$ cat src/design/bbc96_pkg.sv
// ----------------------------------------------------------------------------
// bbc96_pkg: shared definitions for the 96-bit binary/BCD converter
// Widths, default sizes, micro-operation and jump codes, and the control
// store that sequences the conversion datapath.
// ----------------------------------------------------------------------------
package bbc96_pkg;

    // Default sizes and fixed port widths.
    localparam int DigitsDefault   = 30;
    localparam int BinWidthDefault = 96;
    localparam int BinPortW        = 96;
    localparam int DigitPortN      = 30;
    localparam int BinLowW         = 64;
    localparam int BinHighW        = 32;
    localparam int DecLowW         = 64;
    localparam int DecHighW        = 56;
    localparam int DecPortW        = DecLowW + DecHighW;

    // Step counter of the sequencer.
    localparam int StepW = 3;
    typedef logic [StepW-1:0] t_step;

    // Micro-operations applied to the datapath.
    typedef enum logic [2:0] {
        OP_NOP  = 3'd0,
        OP_LOAD = 3'd1,
        OP_DBL  = 3'd2,
        OP_MAC  = 3'd3,
        OP_EMIT = 3'd4
    } t_op;

    // Jump conditions; the jump is taken when the condition holds.
    typedef enum logic [2:0] {
        JC_NEVER  = 3'd0,
        JC_ALWAYS = 3'd1,
        JC_NOIN   = 3'd2,
        JC_CMD    = 3'd3,
        JC_CNT_NZ = 3'd4,
        JC_OBUSY  = 3'd5
    } t_jc;

    // One control word of the program.
    typedef struct packed {
        t_op   op;
        t_jc   jc;
        t_step target;
    } t_ctrl_word;

    // Program addresses.
    localparam t_step StIdle  = 3'd0;
    localparam t_step StSplit = 3'd1;
    localparam t_step StDbl   = 3'd2;
    localparam t_step StJoin  = 3'd3;
    localparam t_step StMac   = 3'd4;
    localparam t_step StEmit  = 3'd5;
    localparam t_step StBack  = 3'd6;

    // Control store: wait for a word, branch on direction, iterate the
    // doubling or the multiply-by-ten step, then hand over the result.
    function automatic t_ctrl_word f_ucode(input t_step step);
        t_ctrl_word w;
        case (step)
            StIdle:  w = '{op: OP_LOAD, jc: JC_NOIN,   target: StIdle};
            StSplit: w = '{op: OP_NOP,  jc: JC_CMD,    target: StMac};
            StDbl:   w = '{op: OP_DBL,  jc: JC_CNT_NZ, target: StDbl};
            StJoin:  w = '{op: OP_NOP,  jc: JC_ALWAYS, target: StEmit};
            StMac:   w = '{op: OP_MAC,  jc: JC_CNT_NZ, target: StMac};
            StEmit:  w = '{op: OP_EMIT, jc: JC_OBUSY,  target: StEmit};
            StBack:  w = '{op: OP_NOP,  jc: JC_ALWAYS, target: StIdle};
            default: w = '{op: OP_NOP,  jc: JC_ALWAYS, target: StIdle};
        endcase
        return w;
    endfunction

endpackage

$ cat src/design/binary_bcd_converter_96_core.sv
// ----------------------------------------------------------------------------
// binary_bcd_converter_96_core: microcoded binary <-> BCD converter
// Converts a 96-bit unsigned binary value to 30 BCD digits (cmd 0) or
// 30 BCD digits to binary (cmd 1), one bit or one digit per cycle.
//
//   channel | direction | handshake          | payload
//   --------+-----------+--------------------+------------------------------
//   input   | in        | i_valid / o_ready  | cmd, bin_low/high, dec_low/high
//   output  | out       | o_valid / i_ready  | bin/dec low/high, overflow,
//           |           |                    | bad_digit
//
// Binary to BCD performs one decimal doubling per binary bit; BCD to binary
// performs one multiply-by-ten add per digit. After the loop, the result is
// registered into the output register at the hand-over step.
// Reset clears the step counter and the output valid; the block is ready
// in the first cycle after reset.
// A stalled output holds the sequencer at its hand-over step; a new word is
// taken once the finished one has moved into the output register.
// ----------------------------------------------------------------------------
module binary_bcd_converter_96_core #(
    parameter int DIGITS    = bbc96_pkg::DigitsDefault,
    parameter int BIN_WIDTH = bbc96_pkg::BinWidthDefault
) (
    input  logic                          i_clk,
    input  logic                          i_rst_n,
    input  logic                          i_valid,
    output logic                          o_ready,
    input  logic                          i_cmd,
    input  logic [bbc96_pkg::BinLowW-1:0]  i_bin_low,
    input  logic [bbc96_pkg::BinHighW-1:0] i_bin_high,
    input  logic [bbc96_pkg::DecLowW-1:0]  i_dec_low,
    input  logic [bbc96_pkg::DecHighW-1:0] i_dec_high,
    output logic                          o_valid,
    input  logic                          i_ready,
    output logic [bbc96_pkg::BinLowW-1:0]  o_bin_low_out,
    output logic [bbc96_pkg::BinHighW-1:0] o_bin_high_out,
    output logic [bbc96_pkg::DecLowW-1:0]  o_dec_low_out,
    output logic [bbc96_pkg::DecHighW-1:0] o_dec_high_out,
    output logic                          o_overflow,
    output logic                          o_bad_digit
);
    import bbc96_pkg::*;

    // Widths actually carried by the ports.
    localparam int KW    = (BIN_WIDTH < BinPortW) ? BIN_WIDTH : BinPortW;
    localparam int KD    = (DIGITS < DigitPortN) ? DIGITS : DigitPortN;
    localparam int DW    = 4 * KD;
    localparam int MAXN  = (KW > KD) ? KW : KD;
    localparam int CNT_W = $clog2(MAXN);

    // Sequencer and datapath registers.
    t_step            r_step, n_step;
    logic [CNT_W-1:0] r_cnt, n_cnt;
    logic             r_cmd, n_cmd;
    logic [KW-1:0]    r_bin, n_bin;
    logic [DW-1:0]    r_dec, n_dec;
    logic             r_ovf, n_ovf;
    logic             r_bad, n_bad;

    // Output register.
    logic                r_ovalid, n_ovalid;
    logic [BinPortW-1:0] r_obin, n_obin;
    logic [DecPortW-1:0] r_odec, n_odec;
    logic                r_oovf, n_oovf;
    logic                r_obad, n_obad;

    // Current control word and helpers.
    t_ctrl_word        w_cw;
    logic              w_cond;
    logic              w_obusy;
    logic [BinPortW-1:0] w_bin_in;
    logic [DecPortW-1:0] w_dec_in;
    logic [DW-1:0]     w_dbl;
    logic [KD:0]       w_dcarry;
    logic [KW+3:0]     w_mac;
    logic [3:0]        w_digit;

    assign w_cw     = f_ucode(r_step);
    assign o_ready  = (r_step == StIdle);
    assign w_obusy  = r_ovalid && !i_ready;
    assign w_bin_in = {i_bin_high, i_bin_low};
    assign w_dec_in = {i_dec_high, i_dec_low};

    // Decimal doubling: a digit carries out exactly when it is five or more.
    always_comb begin
        w_dcarry[0] = r_bin[KW-1];
        for (int k = 0; k < KD; k++) begin
            w_dcarry[k+1] = (r_dec[4*k +: 4] >= 4'd5);
            if (w_dcarry[k+1]) begin
                w_dbl[4*k +: 4] = {r_dec[4*k +: 3], w_dcarry[k]} - 4'd10;
            end else begin
                w_dbl[4*k +: 4] = {r_dec[4*k +: 3], w_dcarry[k]};
            end
        end
    end

    // Multiply by ten and add the top remaining digit.
    assign w_digit = r_dec[DW-1 -: 4];
    assign w_mac   = ({4'd0, r_bin} << 3) + ({4'd0, r_bin} << 1) + (KW+4)'(w_digit);

    // Jump condition select.
    always_comb begin
        case (w_cw.jc)
            JC_NEVER:  w_cond = 1'b0;
            JC_ALWAYS: w_cond = 1'b1;
            JC_NOIN:   w_cond = !i_valid;
            JC_CMD:    w_cond = r_cmd;
            JC_CNT_NZ: w_cond = (r_cnt != '0);
            JC_OBUSY:  w_cond = w_obusy;
            default:   w_cond = 1'b0;
        endcase
    end

    // Next step and datapath operation.
    always_comb begin
        n_step   = w_cond ? w_cw.target : r_step + t_step'(1);
        n_cnt    = r_cnt;
        n_cmd    = r_cmd;
        n_bin    = r_bin;
        n_dec    = r_dec;
        n_ovf    = r_ovf;
        n_bad    = r_bad;
        n_ovalid = r_ovalid && !i_ready;
        n_obin   = r_obin;
        n_odec   = r_odec;
        n_oovf   = r_oovf;
        n_obad   = r_obad;
        case (w_cw.op)
            OP_LOAD: begin
                if (i_valid) begin
                    n_cmd = i_cmd;
                    n_ovf = 1'b0;
                    n_bad = 1'b0;
                    if (i_cmd) begin
                        n_cnt = CNT_W'(KD - 1);
                        n_bin = '0;
                        n_dec = w_dec_in[DW-1:0];
                    end else begin
                        n_cnt = CNT_W'(KW - 1);
                        n_bin = w_bin_in[KW-1:0];
                        n_dec = '0;
                    end
                end
            end
            OP_DBL: begin
                n_cnt = r_cnt - CNT_W'(1);
                n_bin = r_bin << 1;
                n_dec = w_dbl;
                n_ovf = r_ovf | w_dcarry[KD];
            end
            OP_MAC: begin
                n_cnt = r_cnt - CNT_W'(1);
                n_bin = w_mac[KW-1:0];
                n_dec = r_dec << 4;
                n_ovf = r_ovf | (w_mac[KW+3:KW] != 4'd0);
                n_bad = r_bad | (w_digit > 4'd9);
            end
            OP_EMIT: begin
                if (!w_obusy) begin
                    n_ovalid = 1'b1;
                    n_obin   = (r_cmd && !r_bad) ? BinPortW'(r_bin) : '0;
                    n_odec   = r_cmd ? '0 : DecPortW'(r_dec);
                    n_oovf   = r_ovf && !r_bad;
                    n_obad   = r_bad;
                end
            end
            default: begin
            end
        endcase
    end

    // Control state.
    always_ff @(posedge i_clk) begin
        if (!i_rst_n) begin
            r_step   <= StIdle;
            r_ovalid <= 1'b0;
        end else begin
            r_step   <= n_step;
            r_ovalid <= n_ovalid;
        end
    end

    // Datapath and output payload.
    always_ff @(posedge i_clk) begin
        r_cnt  <= n_cnt;
        r_cmd  <= n_cmd;
        r_bin  <= n_bin;
        r_dec  <= n_dec;
        r_ovf  <= n_ovf;
        r_bad  <= n_bad;
        r_obin <= n_obin;
        r_odec <= n_odec;
        r_oovf <= n_oovf;
        r_obad <= n_obad;
    end

    // Output ports.
    assign o_valid        = r_ovalid;
    assign o_bin_low_out  = r_obin[BinLowW-1:0];
    assign o_bin_high_out = r_obin[BinPortW-1:BinLowW];
    assign o_dec_low_out  = r_odec[DecLowW-1:0];
    assign o_dec_high_out = r_odec[DecPortW-1:DecLowW];
    assign o_overflow     = r_oovf;
    assign o_bad_digit    = r_obad;

endmodule

$ cat config.mk
export PLATFORM = sky130hd
export DESIGN_NAME = binary_bcd_converter_96_core
export DESIGN_NICKNAME = d
export VERILOG_FILES = /design/src/design/bbc96_pkg.sv /design/src/design/binary_bcd_converter_96_core.sv
export SDC_FILE = /design/constraint.sdc
export NUM_CORES = 1
export LEC_CHECK = 0
export BUFFER_PORTS_ARGS = -buffer_cell sky130_fd_sc_hd__buf_4
export CAP_MARGIN = 20
export CELL_PAD_IN_SITES_DETAIL_PLACEMENT = 1
export CELL_PAD_IN_SITES_GLOBAL_PLACEMENT = 1
export CORE_MARGIN = 10
export CORE_UTILIZATION = 41
export DETAILED_ROUTE_END_ITERATION = 8
export GPL_ROUTABILITY_DRIVEN = 0
export PLACE_DENSITY_LB_ADDON = 0.1
export SLEW_MARGIN = 10
export SYNTH_ARGS = -nofsm -noshare
export SYNTH_HDL_FRONTEND = slang
export SYNTH_SLANG_ARGS = --single-unit
export TNS_END_PERCENT = 20
$ cat constraint.sdc
create_clock -name i_clk -period 18.75 [get_ports i_clk]
set_input_delay 3.75 -clock i_clk [delete_from_list [all_inputs] [get_ports i_clk]]
set_output_delay 3.75 -clock i_clk [all_outputs]
set_load 0.01 [all_outputs]
==> flow_metrics.env <==
export IMPL_grt_pass1_vias=23900
export IMPL_synth_top_family_by_area="compound AO/OA/AOI/OAI gates"
export IMPL_maxCapViolations=0
export IMPL_cts_buffer_depth=3
export IMPL_ant_nets=0
export IMPL_grt_use_total=0.228
export IMPL_grt_max_degree=159
export IMPL_synth_edf_count=444
export IMPL_cp_data_arrival_time_ps=2040
export IMPL_ir_drop_v=0.000180
export IMPL_drt_pass1_iter_count=7
export IMPL_rrSetupSlack_ps=13680
export IMPL_synthAdderAreaFrac=0.118
export IMPL_rsz0062_at_grt="no"
export IMPL_hold_viol_final=0
export IMPL_crit_path_start_kind="flip-flop"
export IMPL_holdBufCountCts=0
export IMPL_drc=0
export IMPL_fillers=7351
export IMPL_multiInputGateArea_mm2=0.0133
export IMPL_synthFlopType="edfxtp_1"
export IMPL_initial_core_util=0.416
export IMPL_place_inst=3811
export IMPL_clock_skew_ps=18.3
export IMPL_dpl_instance_area_mm2=0.0316
export IMPL_synth_compound_gate_area_share=0.190
export IMPL_p_leak_nw=13.3
export IMPL_antenna_found_initial=13
export IMPL_vias=22500
export IMPL_h_tree_depth=2
export IMPL_clk_pin_slew_ps=60
export IMPL_fmax_ghz=0.173
export IMPL_ios=441
export IMPL_cts_resized=0
export IMPL_grt_first_pass_wirelength_mm=142
export IMPL_design_power_total_w=0.00708
export IMPL_hp_class="reg -> reg"
export IMPL_final_cells=3910
export IMPL_cts_setup_buffers=0
export IMPL_synth_xor_area_share=0.0391
export IMPL_yosysTopAreaCellShare=0.484
export IMPL_setup_viol=0
export IMPL_min_period_over_period=0.309
export IMPL_synthSimpleGateAreaFrac=0.131
export IMPL_worstSetupEndpoint="o_ready"
export IMPL_cts_tree="built"
export IMPL_viasPerCell=5.76
export IMPL_core_mm2=0.0661
export IMPL_crit_path_end_kind="output pin"
export IMPL_required_ps=15000
export IMPL_wl_per_cell_um=23.5
export IMPL_fin_nets=3482
export IMPL_clock_sinks=448
export IMPL_regArea_mm2=0.0134
export IMPL_place_hpwl_mm=67.7
export IMPL_drt_wl_total_mm=92.0
export IMPL_fp_dieW_um=279
export IMPL_yosysWarnings=0
export IMPL_yosys_area_top_type="edfxtp_1"
export IMPL_synth_area_leaders="edfxtp_1 (48%), ha_1 (12%), a21oi_1 (4.1%), a22oi_1 (3.2%), o21ai_0 (3.1%)"
export IMPL_r2r_cells=14
export IMPL_slew_viol_final=0
export IMPL_async_flop_share=0
export IMPL_clock_latency_ps=610
export IMPL_synth_seq_cells=448
export IMPL_avgSynthCellArea_um2=10.5
export IMPL_power_density_mw_per_mm2=213
export IMPL_rows=94
export IMPL_cp_max_fo=8
export IMPL_tightestPinTransition_ps=1040
export IMPL_die_area_mm2=0.0779
export IMPL_r2r_start="r_dec[119]"
export IMPL_syn_nets=3103
export IMPL_fin_crit_ps=5790
export IMPL_status="completed"
export IMPL_io_buffer_count=440
export IMPL_ys_types=69
export IMPL_seq_area_frac_synth=0.487
export IMPL_final_layout_size_suffix_gt1_frac=0.180
export IMPL_max_slew_margin=0.304
export IMPL_critPathLaunch="r_step[0]"
export IMPL_die_h_um=279
export IMPL_r2r_end="r_ovf"
export IMPL_min_path_cells=2
export IMPL_grt_overflow=0
export IMPL_drtIter0Drc=1411
export IMPL_timing_setup_tns_ps=0
export IMPL_synth_cells=2623
export IMPL_clockRootBuffer="clkbuf_16"
export IMPL_place_ws_ps=12840
export IMPL_area_growth_pct=21.0
export IMPL_criticalPathCategory="reg -> out"
export IMPL_syn_area_mm2=0.0275
export IMPL_synthMuxAreaShare=0.000773
export IMPL_numCtsBuffers=52
export IMPL_final_setup_worst_slack_ps=12960
export IMPL_stdcell_area_mm2=0.0333
cells in the final DEF, fill, tap and decap left out, types with 6 or more instances in the layout:
cell type	netlist	final
a221o_1	62	62
clkbuf_16	0	52
nand4_1	24	24
xor2_1	37	37
nand2_1	215	214
ha_1	257	257
a21o_1	33	33
nor3_1	26	25
buf_4	4	452
clkbuf_1	114	13
inv_1	105	105
clkinv_1	0	9
o21ai_1	19	19
o221ai_1	32	32
a31oi_1	7	7
and2_1	100	100
edfxtp_1	444	444
o21ai_0	173	172
or3_1	6	6
nor2b_1	69	68
a21oi_1	223	223
nand3_1	23	23
o21a_1	14	13
xnor2_1	86	86
a22oi_1	119	119
o21bai_1	23	23
diode_2	0	7
and3_1	7	6
nor2_1	216	214
nor4_1	11	11
o211ai_1	14	14
a211oi_1	20	20
bufinv_16	0	6
nand2b_1	39	38
o31ai_1	10	10
worst max-delay path, cell delays in order (launching register included):
cell and delay [ps]:
dfxtp_1 340, inv_1 110, ha_1 490, nor2b_1 310, buf_4 170
synth_stat cells (3+ instances only):
cell type  instances
nor2b_1           69
buf_4              4
and2_1           100
xnor2_1           86
xor2_1            37
or2_2              4
a221o_1           62
a31oi_1            7
nor3b_1            4
buf_1              4
a222oi_1           5
nor3_1            26
edfxtp_1         444
clkbuf_1         114
o31a_1             5
nand3_1           23
o21ai_0          173
o21ai_1           19
nor4_1            11
o211ai_1          14
nand2b_1          39
or3_1              6
or4_1              5
a221oi_1           3
nand2_1          215
ha_1             257
nor2_1           216
a211oi_1          20
a21o_1            33
a41oi_1            3
buf_2              8
a21boi_0           5
and3_1             7
o31ai_1           10
dfxtp_1            4
o21bai_1          23
nand3b_1           4
nand4_1           24
a21oi_1          223
a22oi_1          119
o21a_1            14
o221ai_1          32
o41ai_1            3
inv_1            105
flip-flops by register name (all words and copies together) (netlist names), 3 cells and up:
signal  cells
r_bin      96
r_obin     96
r_dec     120
r_cnt       7
r_step      3
r_odec    120
how the worst min path moves through the flow:
stage | from | endpoint | slack [ps]
floorplan | r_bad | o_bad_digit | 520
detailed placement | r_cnt[0] | r_cnt[0] | 580
global route | r_cnt[0] | r_cnt[0] | 630
global placement | r_cnt[0] | r_cnt[0] | 570
finish | r_dec[119] | r_bad | 600
CTS | r_dec[119] | r_bad | 610
kinds of logic after synthesis:
family,after synthesis
multiplexers,2
AO/OA/AOI/OAI,800
XOR/XNOR,123
buffers and inverters,235
flip-flops,448
adder cells (fa/ha/maj),259
AND/OR/NAND/NOR,756
routing by layer:
| layer | part of all wire | global-route usage |
|---|---|---|
| met5 | 0.0012 | 0 |
| met4 | 0.022 | 0.0635 |
| met3 | 0.060 | 0.0480 |
| met2 | 0.49 | 0.387 |
| met1 | 0.43 | 0.288 |
layout make-up:
type / instances / share of cell area
antenna: 7 / 0.000526
multi-input combinational: 1940 / 0.398
sequential: 448 / 0.403
clock buffer: 65 / 0.0405
clock inverter: 26 / 0.00965
timing repair buffer: 455 / 0.104
tap: 864 / 0.0325
inverter: 105 / 0.0118
report_power, final:
group | total [W] | leakage [nW] | internal, W | switching [W]
registers | 0.00195 | 4.26 | 0.00164 | 0.000313
clock network | 0.00102 | 0.804 | 0.000593 | 0.000430
logic | 0.00411 | 8.23 | 0.00150 | 0.00261
stage by stage:
| step | hold slack, ps | utilization |
|---|---|---|
| after floorplan | 521 | - |
| after global placement | 567 | 0.478 |
| after detailed placement | 581 | 0.478 |
| after CTS | 609 | 0.503 |
| after global routing | 632 | 0.504 |
| final | 599 | 0.504 |
Power figures use the tool's default switching activity.
